==> src/rtl/ksw_pkg.sv <==
`timescale 1ns / 1ps
`default_nettype none
// ----------------------------------------------------------------------------
// ksw_pkg: shared types and constants of the keyed square wave generator
// Opcodes, register indexes, controller states, field widths, register reset
// values and the command/status bundles between controller and datapath.
// ----------------------------------------------------------------------------
package ksw_pkg;

   // field widths fixed by the interface
   localparam int RATE_WIDTH      = 24;
   localparam int TRIM_WIDTH      = 8;
   localparam int LIMIT_WIDTH     = 14;
   localparam int DIVIDE_WIDTH    = 8;
   localparam int DIGIT_WIDTH     = 4;
   localparam int OPCODE_WIDTH    = 2;
   localparam int VALUE_OUT_WIDTH = 14;
   localparam int CSR_INDEX_WIDTH = 2;
   localparam int CSR_DATA_WIDTH  = 24;

   // one quotient bit per divider step
   localparam int STEP_WIDTH = $clog2(RATE_WIDTH);

   // register reset values
   localparam logic [RATE_WIDTH-1:0]   TICK_RATE_RESET    = 24'd921659;
   localparam logic [TRIM_WIDTH-1:0]   LATENCY_TRIM_RESET = 8'd9;
   localparam logic [LIMIT_WIDTH-1:0]  SLOW_LIMIT_RESET   = 14'd7;
   localparam logic [DIVIDE_WIDTH-1:0] SLOW_DIVIDE_RESET  = 8'd20;

   localparam logic [DIGIT_WIDTH-1:0] DIGIT_MAX = 4'd9;

   typedef enum logic [OPCODE_WIDTH-1:0] {
      OP_TICK  = 2'd0,
      OP_DIGIT = 2'd1,
      OP_START = 2'd2,
      OP_SPARE = 2'd3
   } opcode_type;

   typedef enum logic [CSR_INDEX_WIDTH-1:0] {
      CSR_TICK_RATE    = 2'd0,
      CSR_LATENCY_TRIM = 2'd1,
      CSR_SLOW_LIMIT   = 2'd2,
      CSR_SLOW_DIVIDE  = 2'd3
   } csr_index_type;

   typedef enum logic [1:0] {
      ST_IDLE   = 2'd0,
      ST_MULT   = 2'd1,
      ST_DIVIDE = 2'd2,
      ST_FINISH = 2'd3
   } ctl_state_type;

   // controller to datapath
   typedef struct packed {
      logic exec_item;     // tick, digit or spare opcode
      logic reply_zero;    // start with zero frequency: flag, keep state
      logic begin_calc;    // latch the divider choice
      logic load_divisor;  // form 2*f*D and load the dividend
      logic div_step;      // one restoring division step
      logic commit;        // trim, saturate and arm the counter
   } ksw_cmd_type;

   // datapath to controller
   typedef struct packed {
      logic value_zero;
   } ksw_status_type;

endpackage
`default_nettype wire

==> src/rtl/keyed_square_wave_generator.sv <==
// Tick, digit and spare requests: response in the cycle after acceptance, one per
// cycle while the receiver does not stall. Nonzero starts: response after a multiply
// step, the bit-serial divider at one quotient bit per step, a trim/saturate step and
// the output register; no request is accepted meanwhile. Zero starts are flagged.
// Synchronous reset clears digits, counter and armed flag, sets the level high and
// restores the register defaults; the block accepts requests once reset is released.
`timescale 1ns / 1ps
`default_nettype none
// ----------------------------------------------------------------------------
// keyed_square_wave_generator: top level
// Decimal frequency entry and a programmable square wave counter, built from
// a request sequencer and a datapath.
// ----------------------------------------------------------------------------
module keyed_square_wave_generator #(
   parameter int COUNT_WIDTH = 16,
   parameter int DIGIT_COUNT = 4
) (
   input  logic                                   clock,
   input  logic                                   reset,
   input  logic                                   req_valid,
   output logic                                   req_stall,
   input  logic [ksw_pkg::OPCODE_WIDTH-1:0]       req_opcode,
   input  logic [ksw_pkg::DIGIT_WIDTH-1:0]        req_digit_value,
   output logic                                   rsp_valid,
   input  logic                                   rsp_stall,
   output logic                                   rsp_wave_level,
   output logic [ksw_pkg::VALUE_OUT_WIDTH-1:0]    rsp_entered_value,
   output logic                                   rsp_zero_error,
   output logic                                   rsp_running,
   input  logic                                   csr_valid,
   output logic                                   csr_ready,
   input  logic [ksw_pkg::CSR_INDEX_WIDTH-1:0]    csr_index,
   input  logic [ksw_pkg::CSR_DATA_WIDTH-1:0]     csr_data
);
   import ksw_pkg::*;

   ksw_cmd_type    cmd;
   ksw_status_type status;
   logic           csr_write;

   // register writes land at once
   assign csr_ready = 1'b1;
   assign csr_write = csr_valid && csr_ready;

   ksw_ctrl u_ctrl (
      .clock      (clock),
      .reset      (reset),
      .req_valid  (req_valid),
      .req_stall  (req_stall),
      .req_opcode (req_opcode),
      .rsp_valid  (rsp_valid),
      .rsp_stall  (rsp_stall),
      .status     (status),
      .cmd        (cmd)
   );

   ksw_datapath #(
      .COUNT_WIDTH (COUNT_WIDTH),
      .DIGIT_COUNT (DIGIT_COUNT)
   ) u_datapath (
      .clock             (clock),
      .reset             (reset),
      .cmd               (cmd),
      .status            (status),
      .req_opcode        (req_opcode),
      .req_digit_value   (req_digit_value),
      .csr_write         (csr_write),
      .csr_index         (csr_index),
      .csr_data          (csr_data),
      .rsp_wave_level    (rsp_wave_level),
      .rsp_entered_value (rsp_entered_value),
      .rsp_zero_error    (rsp_zero_error),
      .rsp_running       (rsp_running)
   );

endmodule
`default_nettype wire

==> src/rtl/ksw_ctrl.sv <==
`timescale 1ns / 1ps
`default_nettype none
// ----------------------------------------------------------------------------
// ksw_ctrl: request sequencer
// Accepts requests, steps the datapath through the half period calculation
// and owns the response valid flag.
// ----------------------------------------------------------------------------
module ksw_ctrl (
   input  logic                                 clock,
   input  logic                                 reset,
   input  logic                                 req_valid,
   output logic                                 req_stall,
   input  logic [ksw_pkg::OPCODE_WIDTH-1:0]     req_opcode,
   output logic                                 rsp_valid,
   input  logic                                 rsp_stall,
   input  ksw_pkg::ksw_status_type              status,
   output ksw_pkg::ksw_cmd_type                 cmd
);
   import ksw_pkg::*;

   localparam logic [STEP_WIDTH-1:0] LAST_STEP = STEP_WIDTH'(RATE_WIDTH - 1);

   ctl_state_type           state_ff, state_in;
   logic [STEP_WIDTH-1:0]   step_ff, step_in;
   logic                    rsp_valid_ff, rsp_valid_in;
   logic                    req_accept;

   // state, step counter and response flag
   always_ff @(posedge clock) begin
      if (reset) begin
         state_ff     <= ST_IDLE;
         step_ff      <= '0;
         rsp_valid_ff <= 1'b0;
      end else begin
         state_ff     <= state_in;
         step_ff      <= step_in;
         rsp_valid_ff <= rsp_valid_in;
      end
   end

   // next state and commands
   always_comb begin
      state_in   = state_ff;
      step_in    = step_ff;
      cmd        = '0;
      req_stall  = 1'b1;
      req_accept = 1'b0;
      case (state_ff)
         ST_IDLE: begin
            req_stall  = rsp_valid_ff && rsp_stall;
            req_accept = req_valid && !req_stall;
            if (req_accept) begin
               if (opcode_type'(req_opcode) == OP_START) begin
                  if (status.value_zero) begin
                     cmd.reply_zero = 1'b1;
                  end else begin
                     cmd.begin_calc = 1'b1;
                     state_in       = ST_MULT;
                  end
               end else begin
                  cmd.exec_item = 1'b1;
               end
            end
         end
         ST_MULT: begin
            cmd.load_divisor = 1'b1;
            step_in          = '0;
            state_in         = ST_DIVIDE;
         end
         ST_DIVIDE: begin
            cmd.div_step = 1'b1;
            step_in      = step_ff + 1'b1;
            if (step_ff == LAST_STEP) begin
               state_in = ST_FINISH;
            end
         end
         ST_FINISH: begin
            cmd.commit = 1'b1;
            state_in   = ST_IDLE;
         end
         default: begin
            state_in = ST_IDLE;
         end
      endcase
      // hold a response until taken, load a new one when produced
      rsp_valid_in = cmd.exec_item || cmd.reply_zero || cmd.commit ||
                     (rsp_valid_ff && rsp_stall);
   end

   assign rsp_valid = rsp_valid_ff;

endmodule
`default_nettype wire

==> src/rtl/ksw_datapath.sv <==
`timescale 1ns / 1ps
`default_nettype none
// ----------------------------------------------------------------------------
// ksw_datapath: digit entry, half period divider and wave counter
// Holds the configuration registers, the entered digits and their binary
// value, a bit-serial restoring divider, the tick counter and the response
// register.
// ----------------------------------------------------------------------------
module ksw_datapath #(
   parameter int COUNT_WIDTH = 16,
   parameter int DIGIT_COUNT = 4
) (
   input  logic                                   clock,
   input  logic                                   reset,
   input  ksw_pkg::ksw_cmd_type                   cmd,
   output ksw_pkg::ksw_status_type                status,
   input  logic [ksw_pkg::OPCODE_WIDTH-1:0]       req_opcode,
   input  logic [ksw_pkg::DIGIT_WIDTH-1:0]        req_digit_value,
   input  logic                                   csr_write,
   input  logic [ksw_pkg::CSR_INDEX_WIDTH-1:0]    csr_index,
   input  logic [ksw_pkg::CSR_DATA_WIDTH-1:0]     csr_data,
   output logic                                   rsp_wave_level,
   output logic [ksw_pkg::VALUE_OUT_WIDTH-1:0]    rsp_entered_value,
   output logic                                   rsp_zero_error,
   output logic                                   rsp_running
);
   import ksw_pkg::*;

   localparam int VALUE_WIDTH = $clog2(10 ** DIGIT_COUNT);
   localparam int PROD_WIDTH  = VALUE_WIDTH + DIVIDE_WIDTH;
   localparam int DIV_WIDTH   = PROD_WIDTH + 1;
   localparam int CMP_WIDTH   = DIV_WIDTH + RATE_WIDTH + 1;
   localparam int SAT_WIDTH   = RATE_WIDTH + COUNT_WIDTH;
   localparam int EXT_WIDTH   = VALUE_WIDTH + VALUE_OUT_WIDTH;

   // configuration
   logic [RATE_WIDTH-1:0]   tick_rate_ff;
   logic [TRIM_WIDTH-1:0]   latency_trim_ff;
   logic [LIMIT_WIDTH-1:0]  slow_limit_ff;
   logic [DIVIDE_WIDTH-1:0] slow_divide_ff;

   // architectural state
   logic [DIGIT_WIDTH-1:0]  digits_ff [DIGIT_COUNT];
   logic [DIGIT_WIDTH-1:0]  digits_in [DIGIT_COUNT];
   logic [VALUE_WIDTH-1:0]  value_ff, value_in;
   logic [COUNT_WIDTH-1:0]  half_period_ff, half_period_in;
   logic [COUNT_WIDTH-1:0]  tick_remaining_ff, tick_remaining_in;
   logic [DIVIDE_WIDTH-1:0] toggle_every_ff, toggle_every_in;
   logic [DIVIDE_WIDTH-1:0] reload_count_ff, reload_count_in;
   logic                    level_ff, level_in;
   logic                    armed_ff, armed_in;

   // divider
   logic [DIVIDE_WIDTH-1:0] divider_ff;
   logic [DIV_WIDTH-1:0]    divisor_ff;
   logic [RATE_WIDTH-1:0]   quot_ff;
   logic [RATE_WIDTH-1:0]   rem_ff;

   // response register
   logic                       rsp_wave_level_ff;
   logic [VALUE_OUT_WIDTH-1:0] rsp_entered_value_ff;
   logic                       rsp_zero_error_ff;
   logic                       rsp_running_ff;

   // combinational helpers
   opcode_type                 opcode;
   logic [DIGIT_WIDTH-1:0]     digit_sat;
   logic                       top_zero;
   logic [VALUE_WIDTH+3:0]     value_wide;
   logic [VALUE_WIDTH+3:0]     value_shifted;
   logic [DIVIDE_WIDTH-1:0]    reload_base;
   logic                       use_slow;
   logic [DIVIDE_WIDTH-1:0]    divider_sel;
   logic [PROD_WIDTH-1:0]      product;
   logic [RATE_WIDTH:0]        trial;
   logic [CMP_WIDTH-1:0]       trial_wide;
   logic [CMP_WIDTH-1:0]       divisor_wide;
   logic [CMP_WIDTH-1:0]       trial_diff;
   logic                       trial_fits;
   logic                       quot_small;
   logic [RATE_WIDTH-1:0]      quot_trimmed;
   logic [SAT_WIDTH-1:0]       quot_wide;
   logic [SAT_WIDTH-1:0]       count_max_wide;
   logic [COUNT_WIDTH-1:0]     period_calc;
   logic [EXT_WIDTH-1:0]       value_ext;

   assign opcode = opcode_type'(req_opcode);

   // configuration writes
   always_ff @(posedge clock) begin
      if (reset) begin
         tick_rate_ff    <= TICK_RATE_RESET;
         latency_trim_ff <= LATENCY_TRIM_RESET;
         slow_limit_ff   <= SLOW_LIMIT_RESET;
         slow_divide_ff  <= SLOW_DIVIDE_RESET;
      end else if (csr_write) begin
         case (csr_index_type'(csr_index))
            CSR_TICK_RATE:    tick_rate_ff    <= csr_data[RATE_WIDTH-1:0];
            CSR_LATENCY_TRIM: latency_trim_ff <= csr_data[TRIM_WIDTH-1:0];
            CSR_SLOW_LIMIT:   slow_limit_ff   <= csr_data[LIMIT_WIDTH-1:0];
            CSR_SLOW_DIVIDE:  slow_divide_ff  <= csr_data[DIVIDE_WIDTH-1:0];
            default: begin
            end
         endcase
      end
   end

   // digit entry: shift up while the top digit is clear, else restart
   assign digit_sat     = (req_digit_value > DIGIT_MAX) ? DIGIT_MAX : req_digit_value;
   assign top_zero      = (digits_ff[DIGIT_COUNT-1] == '0);
   assign value_wide    = (VALUE_WIDTH + 4)'(value_ff);
   assign value_shifted = (value_wide << 3) + (value_wide << 1) +
                          (VALUE_WIDTH + 4)'(digit_sat);

   // half period: trim, then saturate to the counter range
   assign quot_small     = (quot_ff <= RATE_WIDTH'(latency_trim_ff));
   assign quot_trimmed   = quot_ff - RATE_WIDTH'(latency_trim_ff);
   assign quot_wide      = SAT_WIDTH'(quot_trimmed);
   assign count_max_wide = SAT_WIDTH'({COUNT_WIDTH{1'b1}});
   always_comb begin
      if (quot_small) begin
         period_calc = COUNT_WIDTH'(1);
      end else if (quot_wide > count_max_wide) begin
         period_calc = {COUNT_WIDTH{1'b1}};
      end else begin
         period_calc = quot_wide[COUNT_WIDTH-1:0];
      end
   end

   assign reload_base = (reload_count_ff == '0) ? toggle_every_ff : reload_count_ff;

   // next architectural state
   always_comb begin
      for (int k = 0; k < DIGIT_COUNT; k++) begin
         digits_in[k] = digits_ff[k];
      end
      value_in          = value_ff;
      half_period_in    = half_period_ff;
      tick_remaining_in = tick_remaining_ff;
      toggle_every_in   = toggle_every_ff;
      reload_count_in   = reload_count_ff;
      level_in          = level_ff;
      armed_in          = armed_ff;
      if (cmd.exec_item && opcode == OP_DIGIT) begin
         for (int k = DIGIT_COUNT - 1; k > 0; k--) begin
            digits_in[k] = top_zero ? digits_ff[k-1] : '0;
         end
         digits_in[0] = digit_sat;
         value_in     = top_zero ? value_shifted[VALUE_WIDTH-1:0]
                                 : VALUE_WIDTH'(digit_sat);
      end
      if (cmd.exec_item && opcode == OP_TICK && armed_ff) begin
         if (tick_remaining_ff[COUNT_WIDTH-1:1] != '0) begin
            tick_remaining_in = tick_remaining_ff - 1'b1;
         end else begin
            tick_remaining_in = half_period_ff;
            if (reload_base == toggle_every_ff) begin
               level_in = ~level_ff;
            end
            reload_count_in = reload_base - 1'b1;
         end
      end
      if (cmd.commit) begin
         half_period_in    = period_calc;
         tick_remaining_in = period_calc;
         toggle_every_in   = divider_ff;
         reload_count_in   = divider_ff;
         armed_in          = 1'b1;
      end
   end

   always_ff @(posedge clock) begin
      if (reset) begin
         for (int k = 0; k < DIGIT_COUNT; k++) begin
            digits_ff[k] <= '0;
         end
         value_ff          <= '0;
         half_period_ff    <= '0;
         tick_remaining_ff <= '0;
         toggle_every_ff   <= '0;
         reload_count_ff   <= '0;
         level_ff          <= 1'b1;
         armed_ff          <= 1'b0;
      end else begin
         for (int k = 0; k < DIGIT_COUNT; k++) begin
            digits_ff[k] <= digits_in[k];
         end
         value_ff          <= value_in;
         half_period_ff    <= half_period_in;
         tick_remaining_ff <= tick_remaining_in;
         toggle_every_ff   <= toggle_every_in;
         reload_count_ff   <= reload_count_in;
         level_ff          <= level_in;
         armed_ff          <= armed_in;
      end
   end

   // divider choice: slow divide at or below the limit, zero counts as one
   assign use_slow    = (EXT_WIDTH'(value_ff) <= EXT_WIDTH'(slow_limit_ff));
   assign divider_sel = (use_slow && slow_divide_ff != '0) ? slow_divide_ff
                                                           : DIVIDE_WIDTH'(1);
   assign product     = PROD_WIDTH'(value_ff) * PROD_WIDTH'(divider_ff);

   // restoring division step: one quotient bit a cycle
   assign trial        = {rem_ff, quot_ff[RATE_WIDTH-1]};
   assign trial_wide   = CMP_WIDTH'(trial);
   assign divisor_wide = CMP_WIDTH'(divisor_ff);
   assign trial_fits   = (trial_wide >= divisor_wide);
   assign trial_diff   = trial_wide - divisor_wide;

   always_ff @(posedge clock) begin
      if (cmd.begin_calc) begin
         divider_ff <= divider_sel;
      end
      if (cmd.load_divisor) begin
         divisor_ff <= {product, 1'b0};
         quot_ff    <= tick_rate_ff;
         rem_ff     <= '0;
      end else if (cmd.div_step) begin
         rem_ff  <= trial_fits ? trial_diff[RATE_WIDTH-1:0] : trial[RATE_WIDTH-1:0];
         quot_ff <= {quot_ff[RATE_WIDTH-2:0], trial_fits};
      end
   end

   // response register
   assign value_ext = EXT_WIDTH'(value_in);
   always_ff @(posedge clock) begin
      if (cmd.exec_item || cmd.reply_zero || cmd.commit) begin
         rsp_wave_level_ff    <= level_in;
         rsp_entered_value_ff <= value_ext[VALUE_OUT_WIDTH-1:0];
         rsp_zero_error_ff    <= cmd.reply_zero;
         rsp_running_ff       <= armed_in;
      end
   end

   assign status.value_zero = (value_ff == '0);
   assign rsp_wave_level    = rsp_wave_level_ff;
   assign rsp_entered_value = rsp_entered_value_ff;
   assign rsp_zero_error    = rsp_zero_error_ff;
   assign rsp_running       = rsp_running_ff;

endmodule
`default_nettype wire

==> config.mk <==
export PLATFORM = sky130hd
export DESIGN_NAME = keyed_square_wave_generator
export DESIGN_NICKNAME = d
export VERILOG_FILES = /design/src/rtl/ksw_pkg.sv /design/src/rtl/keyed_square_wave_generator.sv /design/src/rtl/ksw_ctrl.sv /design/src/rtl/ksw_datapath.sv
export SDC_FILE = /design/constraint.sdc
export NUM_CORES = 1
export LEC_CHECK = 0
export BUFFER_PORTS_ARGS = -buffer_cell sky130_fd_sc_hd__buf_2
export CAP_MARGIN = 20
export CORE_MARGIN = 3
export CORE_UTILIZATION = 47
export DETAILED_ROUTE_END_ITERATION = 10
export SYNTH_ARGS = -nofsm -noshare
export SYNTH_HDL_FRONTEND = slang
export SYNTH_SLANG_ARGS = --single-unit
==> constraint.sdc <==
create_clock -name clock -period 6.9 [get_ports clock]
set_input_delay 0 -clock clock [delete_from_list [all_inputs] [get_ports clock]]
set_output_delay 0 -clock clock [all_outputs]
set_load 0.005 [all_outputs]
# --- After elaboration in Yosys (flattened, before gate mapping) ---
# Memories as Yosys holds them, arrays and structs flattened.
# Cells that the tools add are included.
word_totals:
  regBits: 221
  ram_bits: 16
  inputBits: 37
  word_cells: 129
  memories: 1
op_classes:
  addsub: 7
  mul: 1
  n_lt_le_gt_ge: 5
  eq_ne: 15
  n_mux: 46
  bitwise_logic: 5
  reduce_logical: 27
mem_list:
  columns: ["memory", "depth", "width", "rd", "rd_ports_with_merged_regs", "wr", "line", "text"]
  rows:
  - ["u_datapath.digits_ff", 4, 4, 4, 0, 4, "ksw_datapath.sv:43", "logic [DIGIT_WIDTH-1:0] digits_ff [DIGIT_COUNT];"]
op_table:
  columns: ["op", "count"]
  rows:
  - ["16-bit 2-to-1 mux", 6]
  - ["24-bit 2-to-1 mux", 3]
  - ["4-bit 2-to-1 mux", 8]
  - ["8-bit 2-to-1 mux", 4]
  - ["14-bit 2-to-1 mux", 2]
  - ["25-bit by 23-bit >= comparator with 1-bit output", 1]
  - ["24-bit by 16-bit greater-than comparator with 1-bit output, second input constant", 1]
  - ["24-bit by 8-bit less-or-equal comparator with 1-bit output", 1]
  - ["24-bit by 23-bit subtractor with 24-bit output", 1]
  - ["24-bit by 8-bit subtractor with 24-bit output", 1]
  - ["14-bit by 8-bit multiplier with 22-bit output", 1]
  - ["16-bit by 1-bit subtractor with 16-bit output, second input constant", 1]
  - ["15-bit nonzero test", 1]
  - ["14-bit adder", 1]
  - ["14-bit by 4-bit adder with 14-bit output", 1]
  - ["14-bit less-or-equal comparator", 1]
  - ["14-bit logical NOT", 1]
  - ["1-bit 2-to-1 mux", 14]
  - ["2-bit equality test, second input constant", 5]
  - ["2-bit 2-to-1 mux", 5]
  - ["5-bit one-hot mux with 2 select lines", 1]
  - ["2-bit AND reduction", 5]
  - ["8-bit equality test", 1]
  - ["8-bit logical NOT", 1]
  - ["other kinds (19)", 39]

# --- Depth between registers and ports, before layout ---
# Gate-level depths: netlist (run 1).
depth:
  word_depth: 9
  mapped_depth: 19
  ltp_nobuf: 18

# --- Modules after synthesis ---
# From an unflattened synthesis (run 1), not the netlist that was laid out.
hier_totals:
  cells_unflattened: 1853
  area_unflattened_um2: 16205.5
by_module_without_submodules:
  columns: ["mod", "instances", "cells_per_inst", "area_each_um2", "seq_area_each_um2"]
  rows:
  - ["ksw_datapath", 1, 1795, 15712.6, 5295.1]
  - ["ksw_ctrl", 1, 56, 481.7, 160.2]
  - ["keyed_square_wave_generator", 1, 2, 11.3, 0.0]

# --- Least setup slack after synthesis (run 1) ---
# No wires, ideal clock.
synth_timing:
  path_type: "reg-to-reg"
  from: "register u_datapath.divider_ff[6]"
  to: "register u_datapath.divisor_ff[21] (data pin)"
  setup_time_ps: 262
  arrival_time_ps: 4328
  path_slack_ps: 2310
  path_stages_with_launch: 18
  n_path_buf: 1
  path_cell_list: "edfxtp_1 > clkbuf_1 > and2_1 > fa_1 > fa_1 > fa_1 > inv_1 > fa_1 > inv_1 > ha_1 > o21ai_0 > nand2b_1 > and2_1 > a31o_2 > o31a_1 > a31oi_1 > o21bai_1 > xor2_1"
synth_via:
  elab_chain_len: 1
synth_lines:
  columns: ["item", "line", "text"]
  rows:
  - ["from (decl)", "ksw_datapath.sv:54", "logic [DIVIDE_WIDTH-1:0] divider_ff;"]
  - ["from (signal assigned)", "ksw_datapath.sv:213", "divider_ff <= divider_sel;"]
  - ["14-bit by 8-bit multiplier with 22-bit output", "ksw_datapath.sv:202", "assign product = PROD_WIDTH'(value_ff) * PROD_WIDTH'(divider_ff);"]
  - ["net u_datapath.product[20]", "ksw_datapath.sv:74", "logic [PROD_WIDTH-1:0] product;"]
  - ["to (signal assigned)", "ksw_datapath.sv:216", "divisor_ff <= {product, 1'b0};"]
  - ["to (decl)", "ksw_datapath.sv:55", "logic [DIV_WIDTH-1:0] divisor_ff;"]
# The timed path passes the listed nets, and every way through them passes these cells.
# A chain may end at the register's enable or synchronous reset.

# --- Worst setup path in the final report (run 1) ---
layout_timing:
  from: "register u_datapath.divider_ff[4]"
  to: "register u_datapath.divisor_ff[22] (data pin)"
# The elaborated chain is that of the path after synthesis.

==> flow_metrics.py, run 1 <==
metrics = {
    "status": {
        "status": "complete, no violations",
    },
    "routing": {
        "first_iter_violations": 789,
        "drc": 0,
        "firstDrtPassIters": 5,
        "wl_per_cell_um": 16.6,
        "vias_per_cell": 5.47,
        "ant_nets": 0,
        "vias": 13000,
        "routed_wl_um": 39400,
    },
    "die": {
        "die_w_um": 192,
        "dieArea_um2": 36800,
        "die_h_um": 192,
        "io_pins": 57,
        "start_util": 0.480,
        "num_rows": 67,
        "core_um2": 33800,
    },
    "sta": {
        "rsz0062_at_grt": "false",
        "relSlewSlack": 0.301,
        "fmax_mhz": 206,
        "period_minus_slack_ns": 4.84,
        "fin_crit_sh": 0.702,
        "skew_ns": 0.0180,
        "fin_setup_tns_ns": 0,
        "slew_viol_final": 0,
        "hold_viol": 0,
        "whs_ns": 0.0400,
        "max_slew.worst_pin.slew_ns": 1.05,
        "setup_viol_count_final": 0,
    },
    "yosys": {
        "synth_area_per_cell_um2": 8.71,
        "ys.flop_type": "dfxtp_1",
        "syn-cell-area_um2": 16200,
        "synthArstFlopShare": 0,
        "synth_edf_count": 71,
        "synth_fp_nets": 2089,
        "ys_seq_area_frac": 0.336,
        "synth_cell_types": 84,
        "syn_inst": 1861,
        "yosys_warnings": 0,
        "ys_ff_latch": 237,
    },
    "worst_setup_path": {
        "crit_fanout": 15,
        "worstPathArrival_ns": 5.23,
        "path_common_cell": "fa_1",
        "cp-start-kind": "register",
        "required_ns": 7.29,
        "cpPeakStageDelay_ns": 0.60,
        "criticalPathCategory": "reg2reg",
        "critPathSlowestCell": "edfxtp_1",
        "r2r-start": "u_datapath.divider_ff[4]$_SDFFCE_PN0P_",
        "end_kind": "register",
        "crit_chain": "and2_1 > fa_1 > fa_1 > inv_1 > fa_1 > fa_1 > inv_1 > ha_1 > o21a_1 > o21ai_0 > a21oi_1 > o2111ai_1 > a31oi_1 > o2111a_1 > a211oi_1",
        "startpoint": "u_datapath.divider_ff[4]$_SDFFCE_PN0P_",
    },
    "cts": {
        "postCtsSetupRepairBufs": 0,
        "clk_latency_ns": 0.55,
        "cts-hold-fix-buffers": 36,
        "clk_pin_slew_ns": 0.06,
        "cts_tree": "built",
        "cts_made_buffers": 28,
        "cts-resized-gates": 0,
        "clockBufferDepth": 3,
        "clkSinkCount": 237,
        "root_buffer": "clkbuf_16",
        "htreeDepth": 1,
    },
    "grt": {
        "antenna_found_initial": 0,
        "grt_usage": 0.212,
        "grt_pass1_vias": 12400,
        "grt_max_degree": 101,
        "grt_pass1_wl_um": 64000,
        "globalRouteOverflowTotal": 0,
    },
    "pwr": {
        "ir_drop_uv": 221,
        "p_leak_nw": 7.82,
        "p_clk_frac": 0.316,
        "netSwitchingFraction": 0.338,
        "power_frac_comb": 0.311,
        "seqPwrFrac": 0.373,
        "internal-power_w": 0.00316,
        "switchingPower_w": 0.00161,
        "cellPowerDensity_nw_per_um2": 264,
    },
    "cells_and_area": {
        "multi_input_area_um2": 9720,
        "drive_gt1_frac": 0.0862,
        "layout.nets": 2131,
        "fillerInstances": 3168,
        "regArea_um2": 5460,
        "area_growth_pct": 11.5,
    },
    "hold_path": {
        "worstHoldStart": "req_opcode[1]",
        "hold_class": "in2reg",
    },
    "placement": {
        "dpl.hpwl_um": 28300,
        "globalplace.congestion": 0.830,
        "portBuffers": 55,
    },
    "run": {
        "drv_cap": 0,
    },
}
==> cells in the final DEF (no fill, tap or decap), drive strengths merged, types with 15 or more instances in the layout <==
cell,netlist,routed
edfxtp,71,71
clkbuf,77,43
a311oi,21,21
nand3,32,32
nand2b,15,15
inv,172,172
o21a,18,18
nor3,20,20
a21oi,137,137
nand2,268,268
nor4,22,22
nor2,127,127
fa,76,76
xor2,19,19
a21o,30,30
mux2,23,23
ha,115,115
xnor2,43,43
a211oi,17,17
dlygate4sd3,2,36
nand3b,20,20
dfxtp,166,166
nor2b,27,27
buf,13,68
a31oi,15,15
and2,92,92
o21ai,57,57
==> worst max-delay path, delay by kind of cell (launching register included) <==
family,cells,cell delay (ns)
adder cells (fa/ha/maj),5,2.30
buffers and inverters,2,0.09
flip-flops,1,0.60
AO/OA/AOI/OAI,7,1.42
AND/OR/NAND/NOR,1,0.26
==> Yosys cell counts (all sizes together), types with 12 or more instances <==
cell type / n / area [um^2]
a211oi: 17 / 128
a21o: 30 / 229
a21oi: 137 / 686
a311oi: 21 / 184
a31oi: 15 / 93.8
and2: 92 / 576
and3: 12 / 75.1
buf: 13 / 98.8
clkbuf: 77 / 299
dfxtp: 166 / 3320
edfxtp: 71 / 2130
fa: 76 / 1520
ha: 115 / 1440
inv: 172 / 646
mux2: 23 / 259
mux2i: 14 / 140
nand2: 268 / 1010
nand2b: 15 / 96.3
nand3: 32 / 160
nand3b: 20 / 150
nand4: 14 / 93.8
nor2: 127 / 482
nor2b: 27 / 169
nor3: 20 / 111
nor4: 22 / 138
o21a: 18 / 138
o21ai: 57 / 285
or3: 14 / 88.8
xnor2: 43 / 377
xor2: 19 / 166
==> layer usage <==
layer  GRT usage  part of all wire  vias to the layer above  wire (um)
li1            -                 -                     6456          -
met4      0.0466             0.022                        0        861
met1       0.305              0.48                     6239      19000
met5           0                 0                        -          0
met3      0.0252             0.037                       46       1460
met2       0.343              0.46                      249      18100
==> sequential cells by signal (all words and copies together), names as in the netlist, 14 cells and up <==
| signal | cells |
|---|---|
| u_datapath.digits_ff | 16 |
| u_datapath.divisor_ff | 22 |
| u_datapath.half_period_ff | 16 |
| u_datapath.quot_ff | 24 |
| u_datapath.rem_ff | 24 |
| u_datapath.rsp_entered_value | 14 |
| u_datapath.slow_limit_ff | 14 |
| u_datapath.tick_rate_ff | 24 |
| u_datapath.tick_remaining_ff | 16 |
| u_datapath.value_ff | 14 |
==> metrics by stage <==
stage / utilization / instance area [um^2] / total power, W / instances / setup slack, ns
finish: 0.535 / 18100 / 0.00477 / 2374 / 2.06
detailed placement: 0.497 / 16800 / 0.00327 / 2285 / 2.02
floorplan: - / 16200 / 0.00292 / 1861 / 2.31
CTS: 0.535 / 18100 / 0.00481 / 2373 / 2.01
global placement: 0.496 / 16700 / 0.00324 / 2284 / 2.12
global route: 0.535 / 18100 / 0.00506 / 2373 / 1.76
==> power by group through the flow <==
stage	combinational, W	clock (W)	sequential [W]
after CTS	0.00149	0.00155	0.00178
after detailed placement	0.00146	0	0.00180
after floorplan	0.00117	0	0.00175
after global routing	0.00167	0.00160	0.00180
final	0.00148	0.00151	0.00178
after global placement	0.00144	0	0.00180
==> worst paths after layout <==
path,end,slack (ns),depth (start not counted)
min,u_ctrl.rsp_valid$_SDFF_PP0_,0.04,5
max,u_datapath.divisor_ff[22]$_DFFE_PP_,2.06,15
min reg2reg,u_datapath.digits_ff[2][0]$_SDFFE_PP0P_,0.45,2
max reg2reg,u_datapath.divisor_ff[22]$_DFFE_PP_,2.06,15
==> cells by family (layout without fill, tap and decap cells) <==
| kind of cell | Yosys count | count (layout) | synth area share |
|---|---|---|---|
| multiplexers | 37 | 37 | 0.0246 |
| AND/OR/NAND/NOR | 689 | 689 | 0.206 |
| other | 1 | 2 | 0.000231 |
| XOR/XNOR | 62 | 62 | 0.0335 |
| buffers and inverters | 265 | 329 | 0.0658 |
| flip-flops | 237 | 237 | 0.336 |
| AO/OA/AOI/OAI | 379 | 379 | 0.151 |
| adder cells (fa/ha/maj) | 191 | 191 | 0.183 |
==> layout make-up <==
| class | count | area share |
|---|---|---|
| diodes | 1 | 0.000138 |
| clock buffers | 43 | 0.0466 |
| clock inverters | 9 | 0.00540 |
| inverters | 173 | 0.0359 |
| multi-input cells | 1359 | 0.537 |
| flip-flops and latches | 237 | 0.302 |
| well taps | 448 | 0.0310 |
| repair buffers | 104 | 0.0418 |
Power figures use the tool's default switching activity.
==> run 2, diff against run 1 <==
--- a/config.mk
+++ b/config.mk
@@ -5,11 +5,13 @@
 export SDC_FILE = /design/constraint.sdc
 export NUM_CORES = 1
 export LEC_CHECK = 0
+export ABC_AREA = 1
 export BUFFER_PORTS_ARGS = -buffer_cell sky130_fd_sc_hd__buf_2
 export CAP_MARGIN = 20
 export CORE_MARGIN = 3
 export CORE_UTILIZATION = 47
 export DETAILED_ROUTE_END_ITERATION = 10
+export PLACE_DENSITY = 0.66
 export SYNTH_ARGS = -nofsm -noshare
 export SYNTH_HDL_FRONTEND = slang
 export SYNTH_SLANG_ARGS = --single-unit
==> constraint.sdc (replaced) <==
create_clock -name clock -period 3.98 [get_ports clock]
set_input_delay 0 -clock clock [delete_from_list [all_inputs] [get_ports clock]]
set_output_delay 0 -clock clock [all_outputs]
set_load 0.005 [all_outputs]
==> run 2 against run 1 <==
Net effect: the flow now finishes with violations (setup timing); utilization up 3.2 points; critical path type unchanged; hold slack better by 0.014 ns; first-iteration DRC count grew 25%; wire length rose by 7.9%; design area increased by 8.9%; critical path depth grew 2; clock skew rose by 0.0073 ns; global-route usage increased by 1.1 points; non-clock buffer count grew 108; maximum frequency grew 15%; synthesized cell count rose by 21%; worst setup slack worse by 2.3 ns.
==> flow_metrics.py, run 2 <==
metrics = {
    "sta": {
        "setup_viol_count_final": 12,
        "period_minus_slack_ns": 4.23,
        "slew_viol_final": 0,
        "whs_ns": 0.0535,
        "fmax_mhz": 236,
        "fin_setup_tns_ns": -2.00,
        "relSlewSlack": 0.317,
        "max_slew.worst_pin.slew_ns": 1.02,
        "hold_viol": 0,
        "skew_ns": 0.0253,
        "rsz0062_at_grt": "true",
        "fin_crit_sh": 1.06,
        "layout_setup_ws_ns": -0.250,
    },
    "pwr": {
        "p_leak_nw": 9.76,
        "p_clk_frac": 0.245,
        "internal-power_w": 0.00590,
        "seqPwrFrac": 0.340,
        "switchingPower_w": 0.00406,
        "netSwitchingFraction": 0.407,
        "ir_drop_uv": 357,
        "power_frac_comb": 0.415,
        "cellPowerDensity_nw_per_um2": 506,
    },
    "placement": {
        "portBuffers": 55,
        "dpl.hpwl_um": 31700,
        "globalplace.congestion": 0.918,
        "placedInstanceArea_um2": 18100,
    },
    "routing": {
        "wl_per_cell_um": 14.7,
        "first_iter_violations": 986,
        "vias_per_cell": 5.14,
        "vias": 14900,
        "drc": 0,
        "ant_nets": 0,
        "routed_wl_um": 42500,
        "firstDrtPassIters": 8,
    },
    "worst_setup_path": {
        "criticalPathCategory": "reg2reg",
        "end_kind": "register",
        "cp-start-kind": "register",
        "crit_fanout": 12,
        "crit_chain": "buf_6 > nand2_1 > inv_1 > fa_2 > fa_1 > inv_1 > fa_1 > fa_1 > inv_1 > ha_4 > a21oi_4 > o21ai_4 > nand2_1 > o211ai_1 > a31oi_2 > o21bai_1 > xor2_1",
        "critPathSlowestCell": "fa_1",
        "worstPathArrival_ns": 4.52,
        "required_ns": 4.27,
        "cpPeakStageDelay_ns": 0.54,
    },
    "yosys": {
        "synth_edf_count": 71,
        "syn_inst": 2254,
        "ys.flop_type": "dfxtp_1",
        "synth_cell_types": 59,
        "synth_top_cell_area_share": 0.200,
        "synth_area_per_cell_um2": 7.39,
        "ys_ff_latch": 237,
        "synthTopCellsByArea": "dfxtp_1, nand2_1, edfxtp_1",
        "synth_commonest_cells": "nand2_1, inv_1, a21oi_1, dfxtp_1, nor2_1",
        "ys_seq_area_frac": 0.328,
        "syn-cell-area_um2": 16600,
        "synth_most_common_cell": "nand2_1",
        "yosys_warnings": 0,
        "synthArstFlopShare": 0,
        "yosysTopAreaCell": "dfxtp_1",
        "synth_fp_nets": 2482,
    },
    "cells_and_area": {
        "drive_gt1_frac": 0.128,
        "diodes": 0,
        "reg.largest.list": "u_datapath.quot_ff (24), u_datapath.rem_ff (24), u_datapath.tick_rate_ff (24)",
        "layout_common_cells": "nand2_1, inv_1, a21oi_1, dfxtp_1, nor2_1",
        "final_common_cell": "nand2_1",
        "fin_area_um2": 19700,
        "layout.nets": 2644,
        "area_growth_pct": 18.3,
    },
    "grt": {
        "grt_usage": 0.223,
        "grt_max_degree": 81,
        "globalRouteOverflowTotal": 0,
        "grt_pass1_wl_um": 71200,
        "grt_pass1_vias": 14600,
        "antenna_found_initial": 0,
    },
    "status": {
        "violations": "setup timing",
        "status": "finished with violations",
    },
    "cts": {
        "clk_pin_slew_ns": 0.06,
        "cts_tree": "built",
        "clockBufferDepth": 3,
        "clk_latency_ns": 0.56,
        "htreeDepth": 1,
        "root_buffer": "clkbuf_16",
        "cts_made_buffers": 27,
        "clkSinkCount": 237,
    },
    "die": {
        "io_pins": 57,
        "die_h_um": 194,
        "die_w_um": 194,
        "num_rows": 68,
        "start_util": 0.480,
        "dieArea_um2": 37700,
        "core_um2": 34700,
    },
    "hold_path": {
        "hold_class": "in2reg",
    },
    "run": {
        "drv_cap": 0,
    },
}
## run 2: cell types whose count changed after synthesis, sizes merged, moves of 24 or more
cell	change
nor2	+24
and2	-90
nand3	+49
a21o	-25
a21oi	+81
nor2b	-27
inv	+208
o21ai	+75
nand2	+318
## run 2: per-layer routing
layer | part of all wire | track usage
met2 | 0.47 | 0.382
met5 | 0 | 0
met1 | 0.46 | 0.304
met3 | 0.051 | 0.0287
met4 | 0.020 | 0.0508
## run 2: final cells by class
| type | count | area, um^2 |
|---|---|---|
| sequential | 237 | 5460 |
| tap | 455 | 569 |
| clock inverter | 14 | 136 |
| timing repair buffer | 212 | 1600 |
| multi-input combinational | 1556 | 9760 |
| fill | 3254 | 15000 |
| inverter | 382 | 1430 |
| clock buffer | 36 | 729 |
## run 2: kinds of logic (layout without fill, tap and decap cells)
logic type / count (synthesis) / count (layout) / synth area share
and+or+nand+nor: 905 / 905 / 0.228
AOI/OAI and AO/OA: 404 / 404 / 0.130
other: 1 / 1 / 0.000225
buffers and inverters: 461 / 644 / 0.107
xor gates and xnor gates: 55 / 55 / 0.0294
adders and majority gates: 191 / 191 / 0.178
DFF: 237 / 237 / 0.328
## run 2: what timing repair did
action	CTS	global route
pin swaps	12	6
endpoints found under the setup margin	12	14
setup buffers	6	2
hold buffers	47	0
gates resized for setup	38	15
endpoints found under the hold margin	64	0
## run 2: path summary, 6_finish.rpt
check	from	endpoint	slack, ns	cells past startpoint
max	u_datapath.divider_ff[4]$_SDFFCE_PN0P_	u_datapath.divisor_ff[18]$_DFFE_PP_	-0.25	17
min reg2reg	u_datapath.tick_rate_ff[5]$_SDFFE_PP1P_	u_datapath.tick_rate_ff[5]$_SDFFE_PP1P_	0.46	2
max reg2reg	u_datapath.divider_ff[4]$_SDFFCE_PN0P_	u_datapath.divisor_ff[18]$_DFFE_PP_	-0.25	17
min	req_digit_value[2]	u_datapath.digits_ff[0][0]$_SDFFE_PP0P_	0.05	5
## run 2: power groups by stage
stage,combinational (W),sequential (W),clock (W)
finish,0.00413,0.00338,0.00244
global route,0.00472,0.00343,0.00260
CTS,0.00413,0.00338,0.00250
detailed placement,0.00406,0.00342,0
global placement,0.00400,0.00341,0
floorplan,0.00317,0.00334,0
## run 2: through the flow
step | utilization | setup slack [ns] | std cells | total power, W
after floorplan | - | -0.153 | 2254 | 0.00651
after global placement | 0.521 | -0.247 | 2787 | 0.00741
after detailed placement | 0.521 | -0.323 | 2787 | 0.00748
after CTS | 0.565 | -0.225 | 2890 | 0.0100
after global routing | 0.567 | -0.448 | 2892 | 0.0108
final | 0.567 | -0.250 | 2892 | 0.00996
## run 2: worst max-delay path: cells and delay by family, from the launching register on
family | cells | cell delay (ns)
compound gates | 5 | 0.74
xor+xnor | 1 | 0.17
fa+ha+maj | 5 | 2.20
buf+inv | 4 | 0.33
flops | 1 | 0.38
simple gates | 2 | 0.13
